## src/rtl/core/mvsp_pkg.sv

```systemverilog
// ----------------------------------------------------------------------------
// mvsp_pkg
// Shared types and constants for the MAVLink v2 frame splitter.
// ----------------------------------------------------------------------------
package mvsp_pkg;

    localparam int POS_W = 9;

    localparam logic [POS_W-1:0] PREFIX_LEN = 9'd48;
    localparam logic [POS_W-1:0] HEADER_LEN = 9'd10;
    localparam logic [POS_W-1:0] CRC_LEN    = 9'd2;

    localparam logic [POS_W-1:0] OFS_MARKER   = 9'd0;
    localparam logic [POS_W-1:0] OFS_LENGTH   = 9'd1;
    localparam logic [POS_W-1:0] OFS_INCOMPAT = 9'd2;
    localparam logic [POS_W-1:0] OFS_COMPAT   = 9'd3;
    localparam logic [POS_W-1:0] OFS_SEQ      = 9'd4;
    localparam logic [POS_W-1:0] OFS_SYS      = 9'd5;
    localparam logic [POS_W-1:0] OFS_COMP     = 9'd6;
    localparam logic [POS_W-1:0] OFS_MSGID    = 9'd7;

    localparam int TDATA_W = 72;
    localparam int TUSER_W = 4;

    typedef enum logic [3:0] {
        KIND_PREFIX   = 4'd0,
        KIND_MARKER   = 4'd1,
        KIND_LENGTH   = 4'd2,
        KIND_INCOMPAT = 4'd3,
        KIND_COMPAT   = 4'd4,
        KIND_SEQ      = 4'd5,
        KIND_SYS      = 4'd6,
        KIND_COMP     = 4'd7,
        KIND_MSGID    = 4'd8,
        KIND_PAYLOAD  = 4'd9,
        KIND_CRC      = 4'd10
    } field_kind_t;

    typedef struct packed {
        logic [7:0]  component_id;
        logic [7:0]  system_id;
        logic [7:0]  sequence_res;
        logic [7:0]  payload_length;
        logic [23:0] msg_id;
        logic        frame_last;
        logic [7:0]  field_index;
        field_kind_t field_kind;
        logic [7:0]  out_byte;
    } mvsp_result_t;

endpackage

```

## src/rtl/core/mvsp_tracker.sv

```systemverilog
// ----------------------------------------------------------------------------
// mvsp_tracker
// Frame position counter, held header fields and per-byte field decode.
// ----------------------------------------------------------------------------
module mvsp_tracker
(
    input  logic                clk,
    input  logic                rst_n,
    input  logic                cfg_wr_en,
    input  logic                cfg_wr_data,
    input  logic                step,
    input  logic [7:0]          in_byte,
    output mvsp_pkg::mvsp_result_t result
);

    logic                        mode_reg;
    logic [mvsp_pkg::POS_W-1:0]  pos_reg;
    logic [mvsp_pkg::POS_W-1:0]  pos_next;
    logic [7:0]                  length_reg;
    logic [7:0]                  length_next;
    logic [7:0]                  seq_reg;
    logic [7:0]                  seq_next;
    logic [7:0]                  sys_reg;
    logic [7:0]                  sys_next;
    logic [7:0]                  comp_reg;
    logic [7:0]                  comp_next;
    logic [23:0]                 msgid_reg;
    logic [23:0]                 msgid_next;

    logic [mvsp_pkg::POS_W-1:0]  start;
    logic [mvsp_pkg::POS_W-1:0]  rel;
    logic [mvsp_pkg::POS_W-1:0]  mid;
    logic [mvsp_pkg::POS_W-1:0]  pay_idx;
    logic [mvsp_pkg::POS_W-1:0]  crc_idx;
    logic [mvsp_pkg::POS_W:0]    pay_end;
    logic [mvsp_pkg::POS_W:0]    frame_end;
    logic [mvsp_pkg::POS_W:0]    rel_plus;
    logic                        in_prefix;
    logic                        last;
    mvsp_pkg::field_kind_t       kind;
    logic [7:0]                  idx;

    always_comb
    begin
        start       = mode_reg ? mvsp_pkg::PREFIX_LEN : '0;
        in_prefix   = pos_reg < start;
        rel         = pos_reg - start;
        mid         = rel - mvsp_pkg::OFS_MSGID;
        length_next = (rel == mvsp_pkg::OFS_LENGTH && !in_prefix) ? in_byte : length_reg;
        seq_next    = (rel == mvsp_pkg::OFS_SEQ && !in_prefix) ? in_byte : seq_reg;
        sys_next    = (rel == mvsp_pkg::OFS_SYS && !in_prefix) ? in_byte : sys_reg;
        comp_next   = (rel == mvsp_pkg::OFS_COMP && !in_prefix) ? in_byte : comp_reg;
        pay_idx     = rel - mvsp_pkg::HEADER_LEN;
        crc_idx     = pay_idx - {1'b0, length_next};
        pay_end     = {1'b0, mvsp_pkg::HEADER_LEN} + {2'b00, length_next};
        frame_end   = pay_end + {1'b0, mvsp_pkg::CRC_LEN};
        rel_plus    = {1'b0, rel} + 10'd1;
        msgid_next  = msgid_reg;
        kind        = mvsp_pkg::KIND_PREFIX;
        idx         = '0;

        priority if (in_prefix)
        begin
            kind = mvsp_pkg::KIND_PREFIX;
            idx  = pos_reg[7:0];
        end
        else if (rel == mvsp_pkg::OFS_MARKER)
            kind = mvsp_pkg::KIND_MARKER;
        else if (rel == mvsp_pkg::OFS_LENGTH)
            kind = mvsp_pkg::KIND_LENGTH;
        else if (rel == mvsp_pkg::OFS_INCOMPAT)
            kind = mvsp_pkg::KIND_INCOMPAT;
        else if (rel == mvsp_pkg::OFS_COMPAT)
            kind = mvsp_pkg::KIND_COMPAT;
        else if (rel == mvsp_pkg::OFS_SEQ)
            kind = mvsp_pkg::KIND_SEQ;
        else if (rel == mvsp_pkg::OFS_SYS)
            kind = mvsp_pkg::KIND_SYS;
        else if (rel == mvsp_pkg::OFS_COMP)
            kind = mvsp_pkg::KIND_COMP;
        else if (rel < mvsp_pkg::HEADER_LEN)
        begin
            kind = mvsp_pkg::KIND_MSGID;
            idx  = mid[7:0];
            unique case (mid[1:0])
                2'd0:    msgid_next[7:0]   = in_byte;
                2'd1:    msgid_next[15:8]  = in_byte;
                2'd2:    msgid_next[23:16] = in_byte;
                default: msgid_next        = msgid_reg;
            endcase
        end
        else if ({1'b0, rel} < pay_end)
        begin
            kind = mvsp_pkg::KIND_PAYLOAD;
            idx  = pay_idx[7:0];
        end
        else
        begin
            kind = mvsp_pkg::KIND_CRC;
            idx  = crc_idx[7:0];
        end

        last     = !in_prefix && (rel_plus >= frame_end);
        pos_next = last ? '0 : pos_reg + 9'd1;

        result.out_byte       = in_byte;
        result.field_kind     = kind;
        result.field_index    = idx;
        result.frame_last     = last;
        result.msg_id         = last ? msgid_next : '0;
        result.payload_length = last ? length_next : '0;
        result.sequence_res   = last ? seq_next : '0;
        result.system_id      = last ? sys_next : '0;
        result.component_id   = last ? comp_next : '0;
    end

    always_ff @(posedge clk or negedge rst_n)
    begin
        if (!rst_n)
        begin
            mode_reg   <= 1'b0;
            pos_reg    <= '0;
            length_reg <= '0;
            seq_reg    <= '0;
            sys_reg    <= '0;
            comp_reg   <= '0;
            msgid_reg  <= '0;
        end
        else if (cfg_wr_en)
        begin
            mode_reg   <= cfg_wr_data;
            pos_reg    <= '0;
            length_reg <= '0;
            seq_reg    <= '0;
            sys_reg    <= '0;
            comp_reg   <= '0;
            msgid_reg  <= '0;
        end
        else if (step)
        begin
            pos_reg    <= pos_next;
            length_reg <= length_next;
            seq_reg    <= seq_next;
            sys_reg    <= sys_next;
            comp_reg   <= comp_next;
            msgid_reg  <= msgid_next;
        end
    end

endmodule

```

## src/rtl/core/mavlink_v2_frame_splitter_core.sv

```systemverilog
// ----------------------------------------------------------------------------
// mavlink_v2_frame_splitter_core
// Tags each byte of a MAVLink v2 stream with its field and index.
// ----------------------------------------------------------------------------
// Pipeline: input register, then result register; a stalled output holds the byte in the input register.
// Throughput: one byte per cycle while m_axis_tready is high; the position counter and compares are combinational.
// Reset: rst_n clears mode, frame position, held header fields and both valid flags.
// A configuration write restarts framing at the first byte of a new frame.
module mavlink_v2_frame_splitter_core
(
    input  logic                          clk,
    input  logic                          rst_n,
    input  logic                          cfg_wr_en,
    input  logic                          cfg_wr_data,
    input  logic                          s_axis_tvalid,
    output logic                          s_axis_tready,
    input  logic [7:0]                    s_axis_tdata,   // in_byte
    output logic                          m_axis_tvalid,
    input  logic                          m_axis_tready,
    // out_byte, field_index, msg_id, payload_length, sequence_res, system_id, component_id
    output logic [mvsp_pkg::TDATA_W-1:0]  m_axis_tdata,
    output logic [mvsp_pkg::TUSER_W-1:0]  m_axis_tuser,   // field_kind
    output logic                          m_axis_tlast    // frame_last
);

    logic                   in_valid_reg;
    logic [7:0]             in_byte_reg;
    logic                   out_valid_reg;
    mvsp_pkg::mvsp_result_t out_result_reg;
    mvsp_pkg::mvsp_result_t result;
    logic                   advance;
    logic                   s_accept;

    assign advance       = in_valid_reg && (!out_valid_reg || m_axis_tready);
    assign s_axis_tready = !in_valid_reg || advance;
    assign s_accept      = s_axis_tvalid && s_axis_tready;

    mvsp_tracker u_tracker
    (
        .clk         (clk),
        .rst_n       (rst_n),
        .cfg_wr_en   (cfg_wr_en),
        .cfg_wr_data (cfg_wr_data),
        .step        (advance),
        .in_byte     (in_byte_reg),
        .result      (result)
    );

    always_ff @(posedge clk or negedge rst_n)
    begin
        if (!rst_n)
        begin
            in_valid_reg  <= 1'b0;
            out_valid_reg <= 1'b0;
        end
        else
        begin
            if (s_accept)
                in_valid_reg <= 1'b1;
            else if (advance)
                in_valid_reg <= 1'b0;

            if (advance)
                out_valid_reg <= 1'b1;
            else if (m_axis_tready)
                out_valid_reg <= 1'b0;
        end
    end

    always_ff @(posedge clk)
    begin
        if (s_accept)
            in_byte_reg <= s_axis_tdata;
        if (advance)
            out_result_reg <= result;
    end

    assign m_axis_tvalid = out_valid_reg;
    assign m_axis_tlast  = out_result_reg.frame_last;
    assign m_axis_tuser  = out_result_reg.field_kind;
    assign m_axis_tdata  = {out_result_reg.component_id,
                            out_result_reg.system_id,
                            out_result_reg.sequence_res,
                            out_result_reg.payload_length,
                            out_result_reg.msg_id,
                            out_result_reg.field_index,
                            out_result_reg.out_byte};

    a_last_is_crc : assert property (@(posedge clk) disable iff (!rst_n)
        m_axis_tvalid && m_axis_tlast |-> m_axis_tuser == mvsp_pkg::KIND_CRC)
        else $error("frame end on a non-checksum byte");

    a_ids_zero_mid_frame : assert property (@(posedge clk) disable iff (!rst_n)
        m_axis_tvalid && !m_axis_tlast |-> m_axis_tdata[71:16] == '0)
        else $error("frame values shown before frame end");

    a_advance_fills_out : assert property (@(posedge clk) disable iff (!rst_n)
        advance |=> out_valid_reg)
        else $error("advanced word not held in result register");

    a_no_overwrite : assert property (@(posedge clk) disable iff (!rst_n)
        out_valid_reg && !m_axis_tready |-> !advance)
        else $error("result register overwritten while stalled");

endmodule
```

## config.mk

```make
export PLATFORM = sky130hd
export DESIGN_NAME = mavlink_v2_frame_splitter_core
export DESIGN_NICKNAME = d
export VERILOG_FILES = /design/src/rtl/core/mvsp_pkg.sv /design/src/rtl/core/mvsp_tracker.sv /design/src/rtl/core/mavlink_v2_frame_splitter_core.sv
export SDC_FILE = /design/constraint.sdc
export NUM_CORES = 1
export LEC_CHECK = 0
export BUFFER_PORTS_ARGS = -buffer_cell sky130_fd_sc_hd__buf_2
export CAP_MARGIN = 0
export CORE_MARGIN = 4
export CORE_UTILIZATION = 35
export CTS_BUF_LIST = sky130_fd_sc_hd__clkbuf_16
export CTS_CLUSTER_SIZE = 8
export DETAILED_ROUTE_END_ITERATION = 12
export PLACE_DENSITY_LB_ADDON = 0.05
export RECOVER_POWER = 25
export SLEW_MARGIN = 10
export SYNTH_ARGS = -nofsm -noshare
export SYNTH_HDL_FRONTEND = slang
export SYNTH_SLANG_ARGS = --single-unit
```

## constraint.sdc

```tcl
create_clock -name clk -period 8 [get_ports clk]
set_input_delay 1.2 -clock clk [delete_from_list [all_inputs] [get_ports clk]]
set_output_delay 1.2 -clock clk [all_outputs]
set_load 0.03 [all_outputs]
```

After elaboration in Yosys (flattened, before gate mapping) --
Index checks and enable logic that the tools add are counted. Widths: inputs -> output; s select.
Storage, ports and cells: bits of input ports 14, register bits 153, logic and storage cells 115
Operators by class: reduce and logical (&&, ||, !) cells 20, add/sub/neg operators 8, multiplexer cells 53, $lt $le $gt $ge 4, equality and inequality tests 8
Operators by type and width (number):
- $mux 24 | 11
- $mux 8 | 25
- $eq 9x3->1 const B | 3
- $mux 9 | 3
- $eq 9x2->1 const B | 2
- $lt 9x9->1 | 2
- $mux 3 | 4
- $add 10x2->10 const B | 1
- $add 9x1->10 const B | 1
- $ge 10x10->1 | 1
- $add 4x8->9 const A | 1
- $add 9x1->9 const B | 1
- $eq 9x1->1 const B | 1
- $logic_not 9->1 | 1
- $lt 9x4->1 const B | 1
- $sub 9x6->9 | 1
- $mux 2 | 4
- $reduce_or 8->1 | 1
- $sub 8x3->8 const B | 1
- $sub 8x4->8 const B | 1
- $sub 8x8->8 | 1
- $logic_and 1x1->1 | 7
- $mux 6 | 1
- $reduce_bool 2->1 | 3
- other kinds (8) | 15

Longest topological paths before layout --
Gate-level depths: netlist (run 1).
depth after elaboration 17, mapped depth 25, depth with buffers taken out 24

By module --
A second synthesis (run 1) with hierarchy kept.
Second synthesis, totals: cells, all modules 780, area total of the unflattened synthesis 8321.7 µm²
Modules (own cells, without submodules):
- mvsp_tracker | area an instance 5665.4 µm², times used 1, seq. area each 1651.6 µm², cells an instance 687
- mavlink_v2_frame_splitter_core | area an instance 2656.3 µm², times used 1, seq. area each 2602.5 µm², cells an instance 93

Worst setup path after synthesis (run 1) --
OpenSTA, ideal clock, no wires.
path type flip-flop to flip-flop, start reg u_tracker.pos_reg[4] (netlist bit), end reg out_result_reg, in the netlist m_axis_tdata[27], data pin, period minus slack after synthesis 6.293 ns, path buffers 3, setup time 0.266 ns, slack 1.707 ns, arrival time 6.027 ns, cell stages (with the launch flop) 25, data required time 7.734 ns, cells stage by stage dfrtp_1 > inv_1 > ha_1 > fa_1 > inv_2 > or4_4 > nor4_4 > buf_2 > mux2i_1 > inv_1 > ha_1 > nor2_1 > mux2_2 > nor2_1 > xor2_1 > nor2_1 > xnor2_1 > ha_1 > o21a_1 > o21ai_0 > a21oi_1 > o31ai_1 > clkbuf_1 > buf_1 > nor2_1
Between the ends: elaborated cells on any way between the ends 27, classes of those cells 4 x add/sub; 3 x order compare; 6 x eq/ne; 10 x mux; 4 x reduce/logical
RTL lines:
- start: declaration | RTL line mvsp_tracker.sv:17 | logic [mvsp_pkg::POS_W-1:0] pos_reg;
- start signal: assignment | RTL line mvsp_tracker.sv:141 | pos_reg <= pos_next;
- $sub 9x6->9 or $lt 9x9->1 (tied branches) | RTL line mvsp_tracker.sv:47, mvsp_tracker.sv:46
- $eq 9x1->1 or $logic_not 1->1 (tied branches) | RTL line mvsp_tracker.sv:49 | length_next = (rel == mvsp_pkg::OFS_LENGTH && !in_prefix) ? in_byte : length_reg;
- $logic_and 1x1->1 (*) | RTL line mvsp_tracker.sv:49
- $mux 8 (*) | RTL line mvsp_tracker.sv:49
- $add 4x8->9 (*) | RTL line mvsp_tracker.sv:55 | pay_end = {1'b0, mvsp_pkg::HEADER_LEN} + {2'b00, length_next};
- $add 10x2->10 (*) | RTL line mvsp_tracker.sv:56 | frame_end = pay_end + {1'b0, mvsp_pkg::CRC_LEN};
- net u_tracker.frame_end (one bit) | RTL line mvsp_tracker.sv:36 | logic [mvsp_pkg::POS_W:0] frame_end;
- $ge 10x10->1 (*) | RTL line mvsp_tracker.sv:103 | last = !in_prefix && (rel_plus >= frame_end);
- $logic_and 1x1->1 (*) | RTL line mvsp_tracker.sv:103
- end signal: assignment | RTL line mavlink_v2_frame_splitter_core.sv:75 | out_result_reg <= result;
- end: declaration | RTL line mavlink_v2_frame_splitter_core.sv:29 | mvsp_pkg::mvsp_result_t out_result_reg;
The timed path passes the listed nets; every way through them passes the cells marked *. A chain may end at the register's enable or synchronous reset.

Final worst setup path (run 1) --
start reg u_tracker.pos_reg[4] (netlist bit), end reg u_tracker.pos_reg[7] (netlist bit)
Between the ends: word-level cells in the longest chain between the ends 11, elaborated cells on any way between the ends 15, classes of those cells 5 x add/sub; 2 x order compare; 1 x eq/ne; 4 x mux; 3 x reduce/logical
Ends and longest elaborated chain:
- $sub 9x6->9 or $lt 9x9->1 (tied branches) | RTL line mvsp_tracker.sv:47, mvsp_tracker.sv:46
- $eq 9x1->1 or $logic_not 1->1 (tied branches) | RTL line mvsp_tracker.sv:49
- $logic_and 1x1->1 (*) | RTL line mvsp_tracker.sv:49
- $mux 8 (*) | RTL line mvsp_tracker.sv:49
- $add 4x8->9 (*) | RTL line mvsp_tracker.sv:55
- $add 10x2->10 (*) | RTL line mvsp_tracker.sv:56
- net u_tracker.frame_end (one bit) | RTL line mvsp_tracker.sv:36
- $ge 10x10->1 (*) | RTL line mvsp_tracker.sv:103
- $logic_and 1x1->1 (*) | RTL line mvsp_tracker.sv:103
- $mux 9 (*) | RTL line mvsp_tracker.sv:104 | pos_next = last ? '0 : pos_reg + 9'd1;
- $mux 9 (*) | RTL line mvsp_tracker.sv:139 | else if (step)
- $mux 9 (*) | RTL line mvsp_tracker.sv:129 | else if (cfg_wr_en)
The timed path passes the listed nets; every way through them passes the cells marked *. The select of a mux whose other input is x is not followed.

==> flow_metrics.env, run 1 <==
export IMPL_total_of_fill_cells_in_the_finished_design=2224
export IMPL_cts_sinks=153
export IMPL_place_port_buffers=92
export IMPL_grt_max_degree=69
export IMPL_cts_hold_buffers_added=0
export IMPL_cts_resized=0
export IMPL_drt_pre_antenna_iters=5
export IMPL_dr_total_vias=6101
export IMPL_placed_area_um2=8850
export IMPL_first_global_vias=6016
export IMPL_final_period_minus_worst_setup_slack_ps=6990
export IMPL_slew_limit_headroom=-1.67
export IMPL_finalWeightedCongestion=0.882
export IMPL_setup_worst_path_start_class="register"
export IMPL_synth_edff_count=85
export IMPL_cts_buffer_depth=2
export IMPL_status="finished, violations left"
export IMPL_summed_negative_setup_slack_over_all_endpoints_ps=0
export IMPL_final_hold_viol_count=0
export IMPL_postSynthCellCount=789
export IMPL_failing_checks="max-capacitance violations, max-slew violations"
export IMPL_synthesis_area_um2=8130
export IMPL_arrival_ps=7310
export IMPL_final_max_slew_viol_count=137
export IMPL_route_detailed_drc=0
export IMPL_worst_setup_hold_path_clk_slew_ps=70
export IMPL_post_route_cell_area_um2=9420
export IMPL_worst_ir_drop_vdd_mv=0.108
export IMPL_initial_core_util=0.358
export IMPL_total_grt_overflow=0
export IMPL_power_density_over_the_cells_nw_per_um2=222
export IMPL_ys_warn_count=0
export IMPL_avgRoutedWirePerCell_um=19.3
export IMPL_endpoint_kind="register"
export IMPL_final_design_utilization=0.415
export IMPL_fp_row_count=55
export IMPL_finClkSkew_ps=10.5
export IMPL_holdCritPathClass="register to register"
export IMPL_synth_area_per_cell_um2=10.3
export IMPL_htree_num_levels=4
export IMPL_post_route_period_util=0.874
export IMPL_share_of_async_settable_or_async_resettable_flops_after_synthesis=0.444
export IMPL_die_h_um=160
export IMPL_clk_latency_ps=430
export IMPL_rsz0062_at_grt="no"
export IMPL_max_reg_flops=72
export IMPL_number_of_distinct_standard_cells_referenced_by_the_synthesized_netlist=60
export IMPL_synthSimpleGateAreaFrac=0.156
export IMPL_max_clock_freq_mhz=143
export IMPL_antenna_found_initial=0
export IMPL_overall_die_width_um=160
export IMPL_postLayoutSetupSlackWorst_ps=1010
export IMPL_leakage_nw=3.97
export IMPL_detailedPlace_worstSlack_ps=1100
export IMPL_critPathMaxFanout=61
export IMPL_io_pins=93
export IMPL_ff_latch_area_um2=4250
export IMPL_synth_compound_area_frac=0.113
export IMPL_wl_um=22400
export IMPL_cts_root_buffer="sky130_fd_sc_hd__clkbuf_16"
export IMPL_largest_family_of_logic_cells_by_synthesized_area="simple AND/OR/NAND/NOR gates"
export IMPL_synth_net_count=839
export IMPL_ys_ff_latch=153
export IMPL_synth_main_ff_cell="sky130_fd_sc_hd__edfxtp_1"
export IMPL_tritoncts="yes"
export IMPL_finalNetCount=913
export IMPL_synth_yosys_seq_area_share=0.523
export IMPL_synthToLayoutAreaGrowth_pct=15.9
export IMPL_yosys_area_share_adder=0.0585
export IMPL_multi_input_area_um2=3630
export IMPL_timing_max_cap_violations=2
export IMPL_synth_xor_xnor_area_share=0.0354
export IMPL_n_antenna_cell=0
export IMPL_hpwl_reported_at_the_end_of_detailed_placement_um=15200
export IMPL_tritoncts_num_buffers=17
export IMPL_via_per_inst=5.25
export IMPL_grt_usage=0.176
export IMPL_post_layout_nonfiller_instances=1161
export IMPL_fp_coreArea_um2=22700
export IMPL_place_inst=1129
export IMPL_ant_nets=0
export IMPL_floorplan_die_area_um2=25700
export IMPL_tightest_slew_ps=4000
export IMPL_setup_viol=0
export IMPL_cp_data_required_time_ps=8310
export IMPL_yosys_mux_area_fraction=0.0796
export IMPL_dr_first_iter_drc_count=438
export IMPL_grt_pass1_wl_um=35600
export IMPL_critical_path_class="register to register"
export IMPL_post_cts_setup_buffers=0
export IMPL_layout_drive_gt1_share=0.170
==> Yosys cell counts (2+ instances only) <==
master	n	area [um2]
sky130_fd_sc_hd__o211ai_1	4	30.0
sky130_fd_sc_hd__a211oi_1	9	67.6
sky130_fd_sc_hd__inv_2	2	7.51
sky130_fd_sc_hd__or3_1	8	50.1
sky130_fd_sc_hd__nor2_1	96	360
sky130_fd_sc_hd__and2_1	5	31.3
sky130_fd_sc_hd__clkbuf_1	38	143
sky130_fd_sc_hd__a2111oi_0	2	17.5
sky130_fd_sc_hd__nor2b_1	6	37.5
sky130_fd_sc_hd__a22oi_1	2	15.0
sky130_fd_sc_hd__nor3b_1	4	30.0
sky130_fd_sc_hd__dfrtp_1	68	1700
sky130_fd_sc_hd__xor2_1	8	70.1
sky130_fd_sc_hd__a21oi_1	66	330
sky130_fd_sc_hd__nand3_1	22	110
sky130_fd_sc_hd__nor3_1	13	65.1
sky130_fd_sc_hd__a22o_1	2	17.5
sky130_fd_sc_hd__ha_1	34	425
sky130_fd_sc_hd__a21boi_0	3	22.5
sky130_fd_sc_hd__o31ai_1	4	30.0
sky130_fd_sc_hd__o21ai_0	43	215
sky130_fd_sc_hd__mux2_2	5	56.3
sky130_fd_sc_hd__fa_1	2	40.0
sky130_fd_sc_hd__o21a_1	4	30.0
sky130_fd_sc_hd__and3_1	3	18.8
sky130_fd_sc_hd__mux2i_1	59	591
sky130_fd_sc_hd__edfxtp_1	85	2550
sky130_fd_sc_hd__nand2b_1	10	62.6
sky130_fd_sc_hd__nand3b_1	3	22.5
sky130_fd_sc_hd__nor4_1	3	18.8
sky130_fd_sc_hd__a311oi_1	2	17.5
sky130_fd_sc_hd__or2_2	3	18.8
sky130_fd_sc_hd__a31oi_1	3	18.8
sky130_fd_sc_hd__buf_1	5	18.8
sky130_fd_sc_hd__inv_1	19	71.3
sky130_fd_sc_hd__nand4_1	5	31.3
sky130_fd_sc_hd__xnor2_1	23	201
sky130_fd_sc_hd__nand2_1	94	353
==> report_power, final <==
| part | switching (mW) | internal, mW |
|---|---|---|
| Clock | 0.364 | 0.441 |
| Sequential | 0.0319 | 0.880 |
| Combinational | 0.258 | 0.119 |
| Total | 0.654 | 1.44 |
==> logic make-up after synthesis <==
kind of cell / count (synthesis)
simple gates: 280
compound gates: 154
flops: 153
buf+inv: 68
mux: 64
fa+ha+maj: 37
xor+xnor: 32
other cells: 1
==> placed cells by master (no fill, tap or decap), types with 13 or more instances in the layout <==
cell type                   netlist  final
sky130_fd_sc_hd__nor2_1          96     96
sky130_fd_sc_hd__nand2_1         94     94
sky130_fd_sc_hd__buf_2            1     91
sky130_fd_sc_hd__edfxtp_1        85     85
sky130_fd_sc_hd__dfrtp_1         68     68
sky130_fd_sc_hd__a21oi_1         66     66
sky130_fd_sc_hd__mux2i_1         59     59
sky130_fd_sc_hd__o21ai_0         43     43
sky130_fd_sc_hd__ha_1            34     34
sky130_fd_sc_hd__xnor2_1         23     23
sky130_fd_sc_hd__nand3_1         22     22
sky130_fd_sc_hd__inv_1           19     20
sky130_fd_sc_hd__clkbuf_16        0     17
sky130_fd_sc_hd__nor3_1          13     13
==> routing by layer <==
layer / share of wire / up-vias / routed length [um] / track usage
met5: 0 / - / 0 / 0
met4: 0.013 / 0 / 291 / 0.0434
met3: 0.046 / 21 / 1030 / 0.0349
met2: 0.45 / 165 / 10200 / 0.275
met1: 0.49 / 2974 / 10900 / 0.251
li1: - / 2941 / - / -
==> worst max-delay path, cell delays in order, from the launching register on <==
cell and delay [ps]:
sky130_fd_sc_hd__dfrtp_1 390, sky130_fd_sc_hd__inv_1 90, sky130_fd_sc_hd__ha_1 230, sky130_fd_sc_hd__fa_1 600, sky130_fd_sc_hd__inv_2 110, sky130_fd_sc_hd__or4_4 510
sky130_fd_sc_hd__nor4_4 240, sky130_fd_sc_hd__buf_4 300, sky130_fd_sc_hd__mux2i_1 550, sky130_fd_sc_hd__inv_1 220, sky130_fd_sc_hd__ha_1 280, sky130_fd_sc_hd__nor2_1 120
sky130_fd_sc_hd__mux2_2 190, sky130_fd_sc_hd__nor2_1 50, sky130_fd_sc_hd__xor2_1 360, sky130_fd_sc_hd__nor2_1 120, sky130_fd_sc_hd__xnor2_1 140, sky130_fd_sc_hd__ha_1 190
sky130_fd_sc_hd__a2111oi_0 440, sky130_fd_sc_hd__a21oi_1 190, sky130_fd_sc_hd__o31ai_4 220, sky130_fd_sc_hd__buf_4 580, sky130_fd_sc_hd__nand2_1 180, sky130_fd_sc_hd__or3_1 380
sky130_fd_sc_hd__a21oi_1 140
==> stage by stage <==
step	total power, mW	hold WS, ps
floorplan	1.18	424
global placement	1.30	469
detailed placement	1.31	487
CTS	2.12	508
global route	2.19	542
finish	2.09	510
==> cell type report <==
type,instances,share of cell area
multi-input cells,568,0.385
clock buffers,17,0.0452
repair buffers,101,0.0551
well taps,285,0.0378
flip-flops and latches,153,0.452
clock inverters,15,0.0166
inverters,22,0.00890
==> worst paths after layout <==
| check | startpoint | to | slack (ps) | depth (start not counted) |
|---|---|---|---|---|
| worst max-delay path | u_tracker.pos_reg[4]$_DFFE_PN0P_ | u_tracker.pos_reg[7]$_DFFE_PN0P_ | 1010 | 24 |
| worst min-delay path | in_valid_reg$_DFFE_PN0P_ | m_axis_tvalid$_DFFE_PN0P_ | 510 | 1 |
| worst max register to register | u_tracker.pos_reg[4]$_DFFE_PN0P_ | u_tracker.pos_reg[7]$_DFFE_PN0P_ | 1010 | 24 |
| worst min register to register | in_valid_reg$_DFFE_PN0P_ | m_axis_tvalid$_DFFE_PN0P_ | 510 | 1 |
| max in group asynchronous | rst_n | u_tracker.msgid_reg[20]$_DFFE_PN0P_ | 3470 | 2 |
| min in group asynchronous | rst_n | u_tracker.msgid_reg[1]$_DFFE_PN0P_ | 2260 | 2 |
No activity file was read; power rests on OpenSTA's default activity.
==> run 2: changes to the inputs <==
--- a/config.mk
+++ b/config.mk
@@ -8,7 +8,7 @@
 export BUFFER_PORTS_ARGS = -buffer_cell sky130_fd_sc_hd__buf_2
 export CAP_MARGIN = 0
 export CORE_MARGIN = 4
-export CORE_UTILIZATION = 35
+export CORE_UTILIZATION = 55
 export CTS_BUF_LIST = sky130_fd_sc_hd__clkbuf_16
 export CTS_CLUSTER_SIZE = 8
 export DETAILED_ROUTE_END_ITERATION = 12
==> run 2 against run 1 <==
Net effect: the run still ends with max-capacitance violations, max-slew violations left; maximum frequency is 3.7% higher; clock-buffer cell count is 1 higher; hold slack better by 7.8 ps; final cell count is 8.6% lower; largest cell class unchanged; largest power group unchanged; highest routed layer unchanged.
==> flow_metrics.env, run 2 (synthesis results as in run 1) <==
export IMPL_rr_startpoint="u_tracker.pos_reg[4]$_DFFE_PN0P_"
export IMPL_initial_core_util=0.561
export IMPL_cts_root_buffer="sky130_fd_sc_hd__clkbuf_16"
export IMPL_post_cts_setup_buffers=0
export IMPL_setup_viol=0
export IMPL_overall_die_width_um=130
export IMPL_path_common_cell="sky130_fd_sc_hd__nor2_1"
export IMPL_route_detailed_drc=0
export IMPL_synthToLayoutAreaGrowth_pct=14.3
export IMPL_layout_cells_most_common_list="sky130_fd_sc_hd__nor2_1 (96), sky130_fd_sc_hd__nand2_1 (94), sky130_fd_sc_hd__buf_2 (91)"
export IMPL_cts_hold_buffers_added=0
export IMPL_dr_total_vias=6231
export IMPL_grt_max_degree=69
export IMPL_rr_endpoint="u_tracker.pos_reg[4]$_DFFE_PN0P_"
export IMPL_rsz0062_at_grt="no"
export IMPL_finClkSkew_ps=11.6
export IMPL_reg2reg_depth=24
export IMPL_post_route_period_util=0.843
export IMPL_final_hold_viol_count=0
export IMPL_htree_num_levels=4
export IMPL_summed_negative_setup_slack_over_all_endpoints_ps=0
export IMPL_total_grt_overflow=0
export IMPL_layout_drive_gt1_share=0.169
export IMPL_cts_sinks=153
export IMPL_ff_latch_area_um2=4250
export IMPL_timing_max_cap_violations=2
export IMPL_die_h_um=130
export IMPL_worst_ir_drop_vdd_mv=0.168
export IMPL_tritoncts_num_buffers=17
export IMPL_p_int_mw=1.45
export IMPL_finalHoldWorstSlack_ps=518
export IMPL_max_clock_freq_mhz=148
export IMPL_finalNetCount=914
export IMPL_critPathSlowestCell="sky130_fd_sc_hd__fa_1"
export IMPL_floorplan_die_area_um2=16800
export IMPL_cts_buffer_depth=2
export IMPL_p_clk_frac=0.374
export IMPL_final_period_minus_worst_setup_slack_ps=6740
export IMPL_first_global_vias=6139
export IMPL_total_switching_power_uw=605
export IMPL_arrival_ps=7040
export IMPL_comb_power_share=0.181
export IMPL_critical_path_class="register to register"
export IMPL_critPathMaxFanout=15
export IMPL_critical_path_max_stage_delay_ps=590
export IMPL_leading_cell_type_in_the_layout_fill_and_taps_excluded="sky130_fd_sc_hd__nor2_1"
export IMPL_endpoint_kind="register"
export IMPL_worstPathCellList="inv_1 > ha_1 > fa_1 > inv_2 > or4_4 > nor4_4 > buf_4 > mux2i_1 > inv_1 > ha_1 > nor2_1 > mux2_2 > nor2_1 > xor2_1 > nor2_1 > xnor2_1 > ha_1 > a2111oi_0 > a21oi_1 > o31ai_4 > inv_1 > nor2_1 > nand3_1 > a21oi_1"
export IMPL_io_pins=93
export IMPL_tritoncts="yes"
export IMPL_ant_nets=0
export IMPL_r2r_setup_slack_ps=1260
export IMPL_avgRoutedWirePerCell_um=18.9
export IMPL_setup_worst_path_end="u_tracker.pos_reg[4]$_DFFE_PN0P_"
export IMPL_tightest_slew_ps=3830
export IMPL_seq_power_share=0.445
export IMPL_status="finished, violations left"
export IMPL_slew_limit_headroom=-1.55
export IMPL_finalWeightedCongestion=0.896
export IMPL_max_reg_flops=72
export IMPL_fp_row_count=44
export IMPL_grt_pass1_wl_um=32500
export IMPL_multi_input_area_um2=3630
export IMPL_leakage_nw=3.96
export IMPL_total_of_fill_cells_in_the_finished_design=1153
export IMPL_power_density_over_the_cells_nw_per_um2=221
export IMPL_n_antenna_cell=0
export IMPL_final_max_slew_viol_count=137
export IMPL_hpwl_reported_at_the_end_of_detailed_placement_um=13600
export IMPL_failing_checks="max-capacitance violations, max-slew violations"
export IMPL_drt_pre_antenna_iters=5
export IMPL_fp_coreArea_um2=14500
export IMPL_antenna_found_initial=0
export IMPL_cp_data_required_time_ps=8300
export IMPL_place_port_buffers=92
export IMPL_dr_first_iter_drc_count=583
export IMPL_holdCritPathClass="register to register"
export IMPL_via_per_inst=5.87
export IMPL_sw_frac_of_total=0.295
export IMPL_grt_usage=0.250
export IMPL_crit_start="u_tracker.pos_reg[4]$_DFFE_PN0P_"
export IMPL_setup_worst_path_start_class="register"
export IMPL_wl_um=20100
export IMPL_clk_latency_ps=420
export IMPL_worst_setup_hold_path_clk_slew_ps=60
export IMPL_cts_resized=0
[run 2: cell type report]
cell class,count,share of cell area
clock inverters,14,0.0131
flip-flops and latches,153,0.458
repair buffers,102,0.0567
multi-input cells,568,0.390
clock buffers,18,0.0485
inverters,22,0.00902
well taps,184,0.0248
[run 2: power by group through the flow]
stage	sequential [mW]	clock (mW)	combinational, mW
6_report	0.912	0.768	0.371
5_1_grt	0.916	0.814	0.407
4_1_cts	0.911	0.781	0.371
3_5_place_dp	0.927	0	0.368
3_3_place_gp	0.926	0	0.363
2_1_floorplan	0.975	0	0.210
[run 2: how the worst min path moves through the flow]
stage | from | endpoint | slack (ps) | cells after the start
after floorplan | in_byte_reg[6]$_DFFE_PP_ | m_axis_tdata[6]$_DFFE_PP_ | 420 | 0
after global placement | in_valid_reg$_DFFE_PN0P_ | m_axis_tvalid$_DFFE_PN0P_ | 470 | 1
after detailed placement | in_valid_reg$_DFFE_PN0P_ | m_axis_tvalid$_DFFE_PN0P_ | 510 | 1
after CTS | u_tracker.sys_reg[1]$_DFFE_PN0P_ | u_tracker.sys_reg[1]$_DFFE_PN0P_ | 520 | 2
after global routing | u_tracker.seq_reg[2]$_DFFE_PN0P_ | u_tracker.seq_reg[2]$_DFFE_PN0P_ | 540 | 2
final | in_valid_reg$_DFFE_PN0P_ | m_axis_tvalid$_DFFE_PN0P_ | 520 | 1
[run 2: worst max-delay path, delay by kind of cell (launching register included)]
kind	cells	cell delay, ps
adders and majority gates	4	1300
xor gates and xnor gates	2	470
and+or+nand+nor	7	1460
muxes	2	750
buffers and inverters	5	980
DFF	1	390
AOI/OAI and AO/OA	4	1280
[run 2: metal layers]
layer  global-route usage  routed length, um
met1                0.357               9210
met2                0.393               9410
met3               0.0404               1070
met4               0.0825                391
met5                    0                  0
[run 2: stage by stage]
step                       util  cells  setup slack, ps  power (mW)  cell area, um2
final                     0.642   1061             1260        2.05            9290
after global routing      0.642   1061              705        2.14            9290
after CTS                 0.642   1061             1370        2.06            9300
after detailed placement  0.603   1029             1420        1.29            8730
after global placement    0.603   1029             1600        1.29            8730
after floorplan               -    789             1710        1.18            8130
==> run 3: changes to the inputs <==
==> constraint.sdc (replaced) <==
create_clock -name clk -period 6.7 [get_ports clk]
set_input_delay 1.005 -clock clk [delete_from_list [all_inputs] [get_ports clk]]
set_output_delay 1.005 -clock clk [all_outputs]
set_load 0.03 [all_outputs]
==> run 3 against run 2 <==
Net effect: the run still ends with max-capacitance violations, max-slew violations left; final cell count increased by 0.38%; combinational power increased by 22%; non-clock buffer count increased by 4; setup slack got worse by 680 ps; routed wire length increased by 1.9%; via count decreased by 0.11%; flip-flop and latch count unchanged; maximum frequency increased by 10%; clock skew decreased by 2.2 ps; design area increased by 0.26%; critical path type unchanged; largest cell class unchanged.
==> flow_metrics.env, run 3 (synthesis results as in run 1) <==
export IMPL_status="finished, violations left"
export IMPL_failing_checks="max-capacitance violations, max-slew violations"
export IMPL_worst_setup_hold_path_clk_slew_ps=60
export IMPL_finalNetCount=918
export IMPL_final_design_utilization=0.643
export IMPL_cts_buffer_depth=2
export IMPL_floorplan_die_area_um2=16800
export IMPL_critical_path_max_stage_delay_ps=610
export IMPL_final_hold_viol_count=0
export IMPL_layout_cells_most_common_list="sky130_fd_sc_hd__nor2_1 (96), sky130_fd_sc_hd__nand2_1 (94), sky130_fd_sc_hd__buf_2 (91)"
export IMPL_leakage_nw=3.99
export IMPL_grt_usage=0.250
export IMPL_tritoncts_num_buffers=17
export IMPL_setup_worst_path_start_class="register"
export IMPL_r2r_setup_slack_ps=580
export IMPL_finClkSkew_ps=9.36
export IMPL_grt_pass1_wl_um=32300
export IMPL_wl_um=20500
export IMPL_final_max_slew_viol_count=137
export IMPL_layout_drive_gt1_share=0.171
export IMPL_io_pins=93
export IMPL_cp_data_required_time_ps=7000
export IMPL_arrival_ps=6420
export IMPL_setup_worst_path_end="u_tracker.pos_reg[4]$_DFFE_PN0P_"
export IMPL_initial_core_util=0.561
export IMPL_max_clock_freq_mhz=163
export IMPL_cp_num_buf_inv=4
export IMPL_grt_max_degree=71
export IMPL_dr_total_vias=6224
export IMPL_avgRoutedWirePerCell_um=19.2
export IMPL_path_delay_family="simple AND/OR/NAND/NOR gates"
export IMPL_slew_limit_headroom=-1.53
export IMPL_power_density_over_the_cells_nw_per_um2=262
export IMPL_endpoint_kind="register"
export IMPL_finalWeightedCongestion=0.927
export IMPL_fp_row_count=44
export IMPL_first_global_vias=6112
export IMPL_place_port_buffers=92
export IMPL_timing_max_cap_violations=2
export IMPL_reg2reg_depth=24
export IMPL_htree_num_levels=4
export IMPL_cts_resized=0
export IMPL_holdCritPathClass="register to register"
export IMPL_ant_nets=0
export IMPL_post_cts_setup_buffers=0
export IMPL_cts_sinks=153
export IMPL_postLayoutSetupSlackWorst_ps=583
export IMPL_timing_critical_path_depth=24
export IMPL_clk_latency_ps=420
export IMPL_critPathSlowestCell="sky130_fd_sc_hd__fa_1"
export IMPL_tightest_slew_ps=3800
export IMPL_setup_viol=0
export IMPL_route_detailed_drc=0
export IMPL_antenna_found_initial=0
export IMPL_drt_pre_antenna_iters=5
export IMPL_crit_start="u_tracker.pos_reg[4]$_DFFE_PN0P_"
export IMPL_die_h_um=130
export IMPL_synthToLayoutAreaGrowth_pct=14.6
export IMPL_detailedPlace_worstSlack_ps=492
export IMPL_tritoncts="yes"
export IMPL_dr_first_iter_drc_count=568
export IMPL_fp_coreArea_um2=14500
export IMPL_cts_hold_buffers_added=0
export IMPL_worstPathCellList="inv_1 > ha_1 > fa_1 > inv_2 > or4_4 > nor4_4 > mux2i_1 > inv_1 > ha_1 > nor2_1 > mux2_2 > nor2_1 > xor2_1 > nor2_1 > xnor2_1 > ha_1 > o21a_1 > o21ai_0 > a21oi_1 > o31ai_4 > inv_1 > nor2_1 > nand3_1 > a21oi_1"
export IMPL_max_reg_flops=72
export IMPL_leading_cell_type_in_the_layout_fill_and_taps_excluded="sky130_fd_sc_hd__nor2_1"
export IMPL_summed_negative_setup_slack_over_all_endpoints_ps=0
export IMPL_final_period_minus_worst_setup_slack_ps=6120
export IMPL_critical_path_class="register to register"
export IMPL_via_per_inst=5.84
export IMPL_hpwl_reported_at_the_end_of_detailed_placement_um=13700
export IMPL_n_antenna_cell=0
export IMPL_worst_ir_drop_vdd_mv=0.179
export IMPL_rr_endpoint="u_tracker.pos_reg[4]$_DFFE_PN0P_"
export IMPL_rsz0062_at_grt="no"
export IMPL_cts_root_buffer="sky130_fd_sc_hd__clkbuf_16"
export IMPL_critPathMaxFanout=7
export IMPL_post_route_period_util=0.913
export IMPL_overall_die_width_um=130
export IMPL_rr_startpoint="u_tracker.pos_reg[4]$_DFFE_PN0P_"
export IMPL_path_common_cell="sky130_fd_sc_hd__nor2_1"
export IMPL_total_grt_overflow=0
==> run 3: stage by stage <==
stage	cells	hold slack (ps)	cell area, um2	total power [mW]
after floorplan	789	424	8130	1.41
after global placement	1033	478	8770	1.55
after detailed placement	1033	501	8770	1.56
after CTS	1065	513	9320	2.46
after global routing	1065	539	9320	2.55
final	1065	506	9320	2.45
==> run 3: worst min-delay path by stage <==
stage               depth (start not counted)                   endpoint                     start
floorplan                                   0  m_axis_tdata[6]$_DFFE_PP_  in_byte_reg[6]$_DFFE_PP_
global placement                            1  m_axis_tvalid$_DFFE_PN0P_  in_valid_reg$_DFFE_PN0P_
detailed placement                          1  m_axis_tvalid$_DFFE_PN0P_  in_valid_reg$_DFFE_PN0P_
CTS                                         1  m_axis_tvalid$_DFFE_PN0P_  in_valid_reg$_DFFE_PN0P_
global route                                1  m_axis_tvalid$_DFFE_PN0P_  in_valid_reg$_DFFE_PN0P_
finish                                      1  m_axis_tvalid$_DFFE_PN0P_  in_valid_reg$_DFFE_PN0P_
==> run 3: per-layer routing <==
| layer | track usage | part of all wire | vias up |
|---|---|---|---|
| met4 | 0.0996 | 0.023 | 0 |
| li1 | - | - | 2938 |
| met3 | 0.0453 | 0.062 | 43 |
| met5 | 0 | 0 | - |
| met2 | 0.386 | 0.46 | 240 |
| met1 | 0.352 | 0.45 | 3003 |
==> run 3: cell type report <==
class / count / area (um2)
multi-input combinational: 568 / 3630
fill: 1159 / 5160
sequential: 153 / 4250
tap: 184 / 230
clock inverter: 15 / 128
clock buffer: 17 / 425
inverter: 22 / 83.8
timing repair buffer: 106 / 569
==> run 3: power breakdown <==
group | switching (mW) | total (mW) | internal [mW]
clock network | 0.391 | 0.902 | 0.512
registers | 0.0395 | 1.09 | 1.05
logic | 0.307 | 0.453 | 0.146
==> run 3: worst register-to-register path: stages, from the launching register on <==
cell and delay, ps:
sky130_fd_sc_hd__dfrtp_1 390, sky130_fd_sc_hd__inv_1 90, sky130_fd_sc_hd__ha_1 230, sky130_fd_sc_hd__fa_1 610, sky130_fd_sc_hd__inv_2 120, sky130_fd_sc_hd__or4_4 510, sky130_fd_sc_hd__nor4_4 430, sky130_fd_sc_hd__mux2i_1 170
sky130_fd_sc_hd__inv_1 190, sky130_fd_sc_hd__ha_1 230, sky130_fd_sc_hd__nor2_1 60, sky130_fd_sc_hd__mux2_2 320, sky130_fd_sc_hd__nor2_1 120, sky130_fd_sc_hd__xor2_1 390, sky130_fd_sc_hd__nor2_1 150, sky130_fd_sc_hd__xnor2_1 240
sky130_fd_sc_hd__ha_1 270, sky130_fd_sc_hd__o21a_1 180, sky130_fd_sc_hd__o21ai_0 140, sky130_fd_sc_hd__a21oi_1 90, sky130_fd_sc_hd__o31ai_4 330, sky130_fd_sc_hd__inv_1 200, sky130_fd_sc_hd__nor2_1 280, sky130_fd_sc_hd__nand3_1 110
sky130_fd_sc_hd__a21oi_1 160
